## config.mk

```make
export PLATFORM = sky130hd
export DESIGN_NAME = priority_ready_queue_scheduler
export DESIGN_NICKNAME = d
export VERILOG_FILES = /design/src/hw/rtl/prqs_pkg.sv /design/src/hw/rtl/priority_ready_queue_scheduler.sv
export SDC_FILE = /design/constraint.sdc
export NUM_CORES = 1
export LEC_CHECK = 0
export ABC_AREA = 1
export BUFFER_PORTS_ARGS = -buffer_cell sky130_fd_sc_hd__buf_2
export CAP_MARGIN = 20
export CORE_MARGIN = 10
export CORE_UTILIZATION = 62
export CTS_CLUSTER_DIAMETER = 60
export DETAILED_ROUTE_END_ITERATION = 8
export PLACE_DENSITY = 0.87
export SYNTH_ARGS = -nofsm -noshare
export SYNTH_HDL_FRONTEND = slang
export SYNTH_SLANG_ARGS = --single-unit
```

## constraint.sdc

```tcl
create_clock -name clk -period 4.43 [get_ports clk]
set_input_delay 0.2215 -clock clk [delete_from_list [all_inputs] [get_ports clk]]
set_output_delay 0.2215 -clock clk [all_outputs]
set_load 0.005 [all_outputs]
```

## src/hw/rtl/prqs_pkg.sv

```systemverilog
// ----------------------------------------------------------------------------
// prqs_pkg
// Shared types and codes of the priority ready queue scheduler: request and
// response payloads, one table entry, operation and status codes.
// ----------------------------------------------------------------------------
package prqs_pkg;

	localparam logic [1:0] MODE_CREATE   = 2'd0;
	localparam logic [1:0] MODE_STOP     = 2'd1;
	localparam logic [1:0] MODE_DISPATCH = 2'd2;

	localparam logic [1:0] STATUS_OK        = 2'd0;
	localparam logic [1:0] STATUS_FULL      = 2'd1;
	localparam logic [1:0] STATUS_NONE      = 2'd2;
	localparam logic [1:0] STATUS_NOT_FOUND = 2'd3;

	typedef struct packed {
		logic [1:0]  mode;
		logic [15:0] thread_id;
		logic [7:0]  priority_req;
	} req_t;

	typedef struct packed {
		logic [1:0]  status;
		logic [15:0] granted_id;
		logic [4:0]  entry_count;
	} rsp_t;

	typedef struct packed {
		logic [15:0] id;
		logic [7:0]  prio;
		logic        ready;
	} entry_t;

endpackage

```

## src/hw/rtl/priority_ready_queue_scheduler.sv

```systemverilog
// ----------------------------------------------------------------------------
// priority_ready_queue_scheduler
// Non-preemptive priority scheduler: a ready table in descending priority
// order held in one memory and walked one entry at a time by a sequencer.
// ----------------------------------------------------------------------------
// Sequence: the request is registered, then each entry read takes a read step and an
// evaluate step, and a walk that runs off its end (stop or dispatch without a hit, or
// a create that reaches the head) ends in a read step with no evaluation. Spare mode
// and a full create read none. The finish step then raises the response. One item at
// a time: req_stall holds off the next request until the response is raised.
// Reset clears the entry count, the response valid and the sequencer.
module priority_ready_queue_scheduler #(
	parameter int TABLE_DEPTH = 16
) (
	input  logic             clk,
	input  logic             arst_n,
	input  logic             req_valid,
	output logic             req_stall,
	input  prqs_pkg::req_t   req,
	output logic             rsp_valid,
	input  logic             rsp_stall,
	output prqs_pkg::rsp_t   rsp
);

	localparam int AW = $clog2(TABLE_DEPTH);
	localparam int CW = $clog2(TABLE_DEPTH + 1);

	localparam logic [1:0] ST_IDLE = 2'd0;
	localparam logic [1:0] ST_RD   = 2'd1;
	localparam logic [1:0] ST_EV   = 2'd2;
	localparam logic [1:0] ST_FIN  = 2'd3;

	prqs_pkg::entry_t mem [TABLE_DEPTH];
	prqs_pkg::entry_t rd_q;

	logic [1:0]    state_q;
	logic [CW-1:0] idx_q;
	logic [CW-1:0] idx_dec;
	logic [CW-1:0] held_q;
	logic [1:0]    mode_q;
	logic [15:0]   id_q;
	logic [7:0]    prio_q;
	logic [1:0]    status_q;
	logic [15:0]   grant_q;
	logic          rsp_valid_q;
	prqs_pkg::rsp_t rsp_q;

	logic             we;
	logic [AW-1:0]    waddr;
	logic [AW-1:0]    raddr;
	prqs_pkg::entry_t wdata;
	prqs_pkg::entry_t new_entry;
	logic             is_create;
	logic             scan_end;
	logic             hit;
	logic             accept;

	assign accept    = req_valid && !req_stall;
	assign req_stall = (state_q != ST_IDLE);
	assign rsp_valid = rsp_valid_q;
	assign rsp       = rsp_q;

	assign idx_dec   = idx_q - CW'(1);
	assign is_create = (mode_q == prqs_pkg::MODE_CREATE);
	assign scan_end  = (idx_q == held_q);
	assign new_entry = '{id: id_q, prio: prio_q, ready: 1'b1};
	assign hit       = (mode_q == prqs_pkg::MODE_STOP) ? (rd_q.id == id_q) : rd_q.ready;

	// Memory port control. A create walks down from the tail, moving every
	// entry of strictly lower priority one slot up, then drops the new entry
	// into the gap. Stop and dispatch walk up from the head and clear the ready flag of the entry they hit.
	always_comb begin
		we    = 1'b0;
		waddr = '0;
		wdata = new_entry;
		raddr = '0;
		unique case (state_q)
			ST_RD: begin
				if (is_create) begin
					if (idx_q == '0) begin
						we = 1'b1;
					end else begin
						raddr = idx_dec[AW-1:0];
					end
				end else begin
					raddr = idx_q[AW-1:0];
				end
			end
			ST_EV: begin
				if (is_create) begin
					we    = 1'b1;
					waddr = idx_q[AW-1:0];
					if (prio_q > rd_q.prio) begin
						wdata = rd_q;
					end
				end else if (hit) begin
					we    = 1'b1;
					waddr = idx_q[AW-1:0];
					wdata = '{id: rd_q.id, prio: rd_q.prio, ready: 1'b0};
				end
			end
			default: begin
			end
		endcase
	end

	always_ff @(posedge clk) begin
		if (we) begin
			mem[waddr] <= wdata;
		end
		if (state_q == ST_RD) begin
			rd_q <= mem[raddr];
		end
	end

	always_ff @(posedge clk or negedge arst_n) begin
		if (!arst_n) begin
			state_q     <= ST_IDLE;
			held_q      <= '0;
			rsp_valid_q <= 1'b0;
		end else begin
			// The finish step raises the next response in the same cycle.
			if (rsp_valid_q && !rsp_stall && state_q != ST_FIN) begin
				rsp_valid_q <= 1'b0;
			end
			unique case (state_q)
				ST_IDLE: begin
					if (accept) begin
						mode_q   <= req.mode;
						id_q     <= req.thread_id;
						prio_q   <= req.priority_req;
						status_q <= prqs_pkg::STATUS_OK;
						grant_q  <= '0;
						priority if (req.mode == prqs_pkg::MODE_CREATE) begin
							idx_q <= held_q;
							if (held_q == CW'(TABLE_DEPTH)) begin
								status_q <= prqs_pkg::STATUS_FULL;
								state_q  <= ST_FIN;
							end else begin
								state_q <= ST_RD;
							end
						end else if (req.mode == prqs_pkg::MODE_STOP ||
								req.mode == prqs_pkg::MODE_DISPATCH) begin
							idx_q   <= '0;
							state_q <= ST_RD;
						end else begin
							state_q <= ST_FIN;
						end
					end
				end
				ST_RD: begin
					if (is_create) begin
						if (idx_q == '0) begin
							held_q  <= held_q + CW'(1);
							state_q <= ST_FIN;
						end else begin
							state_q <= ST_EV;
						end
					end else if (scan_end) begin
						status_q <= (mode_q == prqs_pkg::MODE_STOP) ?
							prqs_pkg::STATUS_NOT_FOUND : prqs_pkg::STATUS_NONE;
						state_q  <= ST_FIN;
					end else begin
						state_q <= ST_EV;
					end
				end
				ST_EV: begin
					if (is_create) begin
						if (prio_q > rd_q.prio) begin
							idx_q   <= idx_dec;
							state_q <= ST_RD;
						end else begin
							held_q  <= held_q + CW'(1);
							state_q <= ST_FIN;
						end
					end else if (hit) begin
						if (mode_q == prqs_pkg::MODE_DISPATCH) begin
							grant_q <= rd_q.id;
						end
						state_q <= ST_FIN;
					end else begin
						idx_q   <= idx_q + CW'(1);
						state_q <= ST_RD;
					end
				end
				ST_FIN: begin
					// Wait here only while an older response is still stalled.
					if (!rsp_valid_q || !rsp_stall) begin
						rsp_q.status      <= status_q;
						rsp_q.granted_id  <= grant_q;
						rsp_q.entry_count <= 5'(held_q);
						rsp_valid_q       <= 1'b1;
						state_q           <= ST_IDLE;
					end
				end
				default: begin
					state_q <= ST_IDLE;
				end
			endcase
		end
	end

	a_held_bound: assert property (@(posedge clk) disable iff (!arst_n)
		held_q <= CW'(TABLE_DEPTH))
		else $error("entry count beyond table depth");

	a_rsp_from_fin: assert property (@(posedge clk) disable iff (!arst_n)
		$rose(rsp_valid_q) |-> $past(state_q == ST_FIN))
		else $error("response raised outside the finish step");

	a_held_step: assert property (@(posedge clk) disable iff (!arst_n)
		(held_q != $past(held_q)) |-> (held_q == $past(held_q) + CW'(1)))
		else $error("entry count moved by other than one");

	a_write_in_walk: assert property (@(posedge clk) disable iff (!arst_n)
		we |-> (state_q == ST_RD || state_q == ST_EV))
		else $error("table written outside a walk");

	a_grant_dispatch: assert property (@(posedge clk) disable iff (!arst_n)
		(state_q == ST_FIN && grant_q != '0) |-> (mode_q == prqs_pkg::MODE_DISPATCH))
		else $error("grant on a non-dispatch item");

endmodule
```

Word-level counts from Yosys, hierarchy flattened
Memories as Yosys holds them, arrays and structs flattened. A register that Yosys moved wholly into a read port is not among the register bits.
Cells that the tools add are included.
- logic and storage cells: 122
- register bits: 80
- memory bits (writable): 400
- output and inout bits: 25
- memories: 1
- latch bits: 0
- input port bits: 30
- memory bits (read-only): 0
- add/subtract/negate cells: 3
- multiply operators: 0
- multiplexer cells: 57
- div/mod/pow operators: 0
- equal/unequal tests: 25
- bitwise logic cells: 0
- order comparisons: 1
- reduce and logical (&&, ||, !) cells: 23
- shift-type cells: 0
- memories (name ; depth ; width ; read ports ; clocked after Yosys merged registers in ; write ports ; RTL line ; text):
    mem ; 16 ; 25 ; 1 ; 1 ; 1 ; priority_ready_queue_scheduler.sv:33 ; prqs_pkg::entry_t mem [TABLE_DEPTH];
- operators by type and width (cell ; number):
    25-bit two-way mux ; 4
    16-bit two-way mux ; 4
    5-bit two-way mux ; 10
    16-bit case mux with 2 select lines ; 1
    2-bit two-way mux ; 12
    4-bit two-way mux ; 6
    2-bit inequality test (second input constant) ; 12
    5-bit case mux with 2 select lines ; 2
    16-bit equality test ; 1
    1-bit two-way mux ; 15
    6-bit AND reduction ; 2
    5-bit by 1-bit adder with 5-bit output (second input constant) ; 2
    5-bit AND reduction ; 2
    3-bit inequality test (second input constant) ; 3
    2-bit equality test (second input constant) ; 4
    8-bit greater-than comparator ; 1
    2-bit case mux with 4 select lines ; 1
    2-bit nonzero test ; 4
    2-bit by 1-bit equality test with 1-bit output (second input constant) ; 3
    2-bit zero test ; 3
    3-bit AND reduction ; 2
    5-bit equality test ; 1
    5-bit equality test (second input constant) ; 1
    5-bit zero test ; 1
    7 further kinds ; 12

Longest topological paths before layout
- depth after elaboration: 7
- gate-level depth with buffers: 14
- gate-level depth less buffers: 12

Least setup slack after synthesis
Ideal clock, no wire load.
- path type: reg2reg
- from: reg mode_q[1]
- to: mem mem[14][0] (netlist name) (enable)
- data required time: 3.960 ns
- path slack: 0.401 ns
- clock period less this slack: 4.029 ns
- data arrival time: 3.558 ns
- library setup time: 0.470 ns
- stages on the path, launching flop included: 8
- buffers on the path: 0
- cell sequence: edfxtp_1 nor2_1 nand3_1 nor2_1 nand3_1 nand3_1 nand2_1 nor4_1
- longest elaborated chain between the ends: 7
- elaborated cells between the ends (all ways): 12
- those cells by class: eq/ne (1); mux (10); reduce/logical (1)
- ends and longest elaborated chain (item ; RTL line ; text):
    from (decl) ; priority_ready_queue_scheduler.sv:40 ; logic [1:0] mode_q;
    from (signal assigned) ; priority_ready_queue_scheduler.sv:129 ; mode_q <= req.mode;
    2-bit by 1-bit equality test with 1-bit output ; priority_ready_queue_scheduler.sv:67 ; assign hit = (mode_q == prqs_pkg::MODE_STOP) ? (rd_q.id == id_q) : rd_q.ready;
    1-bit two-way mux ; priority_ready_queue_scheduler.sv:67 ;
    1-bit two-way mux ; priority_ready_queue_scheduler.sv:96 ; end else if (hit) begin
    1-bit two-way mux ; priority_ready_queue_scheduler.sv:90 ; if (is_create) begin
    1-bit case mux with 2 select lines ; priority_ready_queue_scheduler.sv:77 ; unique case (state_q)
    1-bit two-way mux ; priority_ready_queue_scheduler.sv:108 ; if (we) begin
    1-bit two-way mux (implied by the code) ; priority_ready_queue_scheduler.sv:109 ; mem[waddr] <= wdata;
    to (decl) ; priority_ready_queue_scheduler.sv:33 ;
Several ways; a longest one is shown, not always the timed one.

==> impl_results.md <==
* Status: complete, no violations
* Simple-Gate Fraction of Synth Area at 12.5%
* Post-synthesis instance area at ~21000 µm²
* Share of layout cells above drive strength 1 at between 10% and 20%
* H-tree levels at 2
* RePlAce Congestion at about 0.9
* Most frequent CP cell: nand2_1
* Multi-input gate area at a little under 5000 µm²
* Area fraction in compound gates after synthesis at roughly 8.5%
* Synth Area in Adders at under 10%
* # diodes at 0
* Resized Gates After CTS at 0
* DR iter-0 viols at 1806
* Vias in the first global route at ~15k
* CTS Buf Count at 48
* Critical path's largest stage delay at around 0.77 ns
* Post-DP HPWL at between 30 and 40 mm
* DIE WIDTH at 206 µm
* Final period util at roughly 80%
* CTS tree: done
* Hold Crit Class: in2async
* Largest net degree at the start of global routing at 101
* Post-Route WL at between 50 and 60 mm
* Initial antenna violation count at 1
* Number of synthesis warnings at 0
* CP max-delay cell: nand2_1
* Setup Skew at 0.0288 ns
* Fillers at around 2.0k
* Worst-path fanout max at 23
* Clock network power share at between 20% and 30%
* Wire length per cell at roughly 22 µm
* Dpl ws at between 1 and 1.5 ns
* Slew @ Worst Pin at around 1.1 ns
* Setup TNS at 0 ns
* WP data arrival at roughly 3.7 ns
* RSZ-0062 raised after global routing: false
* Final setup vio count at 0
* Syn_nets at 1840
* Vias per Instance at 6.11
* CTS Hold Bufs at 28
* Clock period minus worst slack at approximately 3.4 ns
* Worst-path cell chain: inv_1 -> ha_1 -> nand2_1 -> nor2_1 -> nand2_1 -> nand2_1 -> nand3_1 -> nand2_1 -> nand3_1 -> o21ai_1
* Total GRT Usage at between 20% and 30%
* Total number of vias at around 15k
* Routing usage on met2 at roughly two fifths
* Detail Route Antenna Nets at 0
* Internal power at roughly 0.0096 W
* Post-synth EDFFs at between 400 and 500
* Area growth, synth to finish at 13.7%
* Power density cells at approximately 600 nW/µm²
* Die footprint at about 42000 µm²
* Synth cell types at 37
* Num Clock Sinks at 505
* Met1 usage at a little under a third
* Synth Area per Inst at approximately 12 µm²
* Final Slew Violations at 0
* Critical path type: reg2reg
* NetSw at about 0.005 W
* Slew Limit Headroom at roughly 28%
* Io pins at 55
* Sequential share of power at 43.2%
* Share of synthesized registers carrying an async set or reset at roughly 1.6%
* Grt ovf at 0
* Sequential share of the synthesized area at 70.7%
* Post-CTS setup buffers at 0
* Gate Count Post-Synth at approximately 1.8k
* Layer with the highest usage: met2
* Final hold vios at 0
* Core area at approximately 34000 µm²
* Nets at 1945
* Root Driver: clkbuf_16
* Worst Path Buf+Inv at 1
* Initial Util at between 60% and 70%
* Commonest register cell after synthesis: edfxtp_1
* Worst skew pair latency at 0.59 ns
* Row cnt at 67
* Req. time, crit path at approximately 4.7 ns
* Drt pass-1 iters at 7
* Max_cap viols at 0
* Register area at between 15000 and 20000 µm²
* Clock transition at the registers of the reported paths at around 0.060 ns
* Crit end category: flip-flop
* Combinational power share at around 29%
* GR Util met3 at 4.53%
* Startpoint types: flip-flop
* Worst setup margin at just under 1 ns
* Register bit total from synthesis at approximately 510
* FMAX at between 0.2 and 0.3 GHz
* Synth Area in XOR/XNOR at 0.491%
* Worst path top cell family by delay: simple AND/OR/NAND/NOR gates
* Multiplexer share of the synthesized area at 0%
* Vert. Die Dim at between 200 and 250 µm
* LEAKAGE at between 9 and 10 nW
* Sw Ratio at between 30% and 40%
* DRC Markers at 0
* Largest family of logic cells by synthesized area: simple AND/OR/NAND/NOR gates
* Port bufs at 54
* Clock Tree Buf Depth at 3
* Max VDD drop at approximately 0.51 mV
* First-pass GRT wire length at 81.6 mm
[logic make-up (layout without fill, tap and decap cells)]
family / after synthesis / after routing
buffers and inverters: 355 / 500
adders and majority gates: 18 / 18
AOI/OAI and AO/OA: 263 / 263
xor gates and xnor gates: 12 / 12
and+or+nand+nor: 639 / 639
DFF: 505 / 505
[registers in the layout, indices dropped and copies added (netlist names)]
| name | count |
|---|---|
| id_q | 16 |
| prio_q | 8 |
| status_q | 2 |
| rsp_valid | 1 |
| grant_q | 16 |
| rsp | 23 |
| mode_q | 2 |
| idx_q | 5 |
| rd_q | 25 |
| mem | 400 |
| held_q | 5 |
| state_q | 2 |
[through the flow]
stage          total power (W)  cells  hold slack [ns]  area (µm²)  utilization, %
4_1_cts                 0.0145   2384           0.0454       24300            72.0
2_1_floorplan          0.00900   1792          -0.0741       21400               -
5_1_grt                 0.0152   2385           0.0989       24300            72.0
3_5_place_dp            0.0104   2266            0.103       22400            66.4
3_3_place_gp            0.0102   2266           0.0971       22400            66.4
6_report                0.0146   2385           0.0944       24300            72.0
[cell usage in the layout (no fill, tap or decap), types with 3 or more instances in the layout]
cell and count:
nand4_1 5, nor2_1 33, clkinv_2 11, ha_1 18
clkinv_1 10, o211ai_1 178, o21ai_0 39, a21oi_1 30
bufinv_16 3, dfrtp_1 8, buf_12 8, inv_2 4
xor2_1 6, nand2_1 389, buf_2 54, nor3_1 5
dlygate4sd3_1 28, edfxtp_1 497, clkbuf_8 6, nor3_2 3
clkbuf_16 48, nand3_1 180, buf_4 57, o22ai_1 3
xnor2_1 6, a31oi_1 3, inv_1 257, nor2_2 15
clkbuf_1 7
[per-layer routing]
| metal | vias to the layer above | part of all wire, % |
|---|---|---|
| met5 | - | 0.024 |
| met2 | 999 | 48 |
| met3 | 219 | 11 |
| met1 | 6883 | 35 |
| met4 | 2 | 5.2 |
| li1 | 6473 | - |
[area by class of cell]
type | instances | area share (%)
timing repair buffer | 148 | 4.73
inverter | 262 | 4.04
clock inverter | 29 | 1.15
tap | 448 | 2.30
multi-input combinational | 932 | 20.2
sequential | 505 | 62.2
clock buffer | 61 | 5.39
[worst paths after layout]
path | startpoint | to | slack [ns] | cells after the start
max | rd_q[8]$_DFFE_PP_ | mem[9][7]$_DFFE_PP_ | 0.98 | 10
min | arst_n | state_q[1]$_DFFE_PN0P_ | 0.09 | 2
max reg2reg | rd_q[8]$_DFFE_PP_ | mem[9][7]$_DFFE_PP_ | 0.98 | 10
min reg2reg | grant_q[6]$_SDFFCE_PN0P_ | rsp[11]$_DFFE_PP_ | 0.42 | 0
max in group asynchronous | arst_n | held_q[4]$_DFFE_PN0P_ | 4.14 | 2
min in group clk | req_valid | status_q[0]$_DFFE_PP_ | 0.29 | 5
[cells in the mapped netlist (2+ instances only)]
cell type | number | area (µm²)
buf_2 | 68 | 340
nor2_1 | 47 | 176
buf_4 | 5 | 37.5
ha_1 | 18 | 225
xor2_1 | 6 | 52.6
dfrtp_1 | 8 | 200
nand2_1 | 389 | 1460
xnor2_1 | 6 | 52.6
or2_2 | 2 | 12.5
nor3_1 | 8 | 40.0
nand4_1 | 5 | 31.3
nand2_2 | 3 | 18.8
a31oi_1 | 3 | 18.8
a21oi_1 | 30 | 150
inv_1 | 257 | 965
o21a_1 | 2 | 15.0
o211ai_1 | 178 | 1340
inv_2 | 4 | 15.0
nand3_1 | 180 | 901
o21ai_0 | 40 | 200
edfxtp_1 | 497 | 14900
clkbuf_1 | 18 | 67.6
o22ai_1 | 3 | 18.8
nor2_2 | 2 | 12.5
[power groups by stage]
stage	Combinational, W	Sequential [W]	Clock [W]
after floorplan	0.00269	0.00631	0
after global routing	0.00454	0.00633	0.00429
final	0.00420	0.00630	0.00408
after CTS	0.00412	0.00629	0.00410
after global placement	0.00385	0.00635	0
after detailed placement	0.00403	0.00638	0
Power figures use the tool's default switching activity.
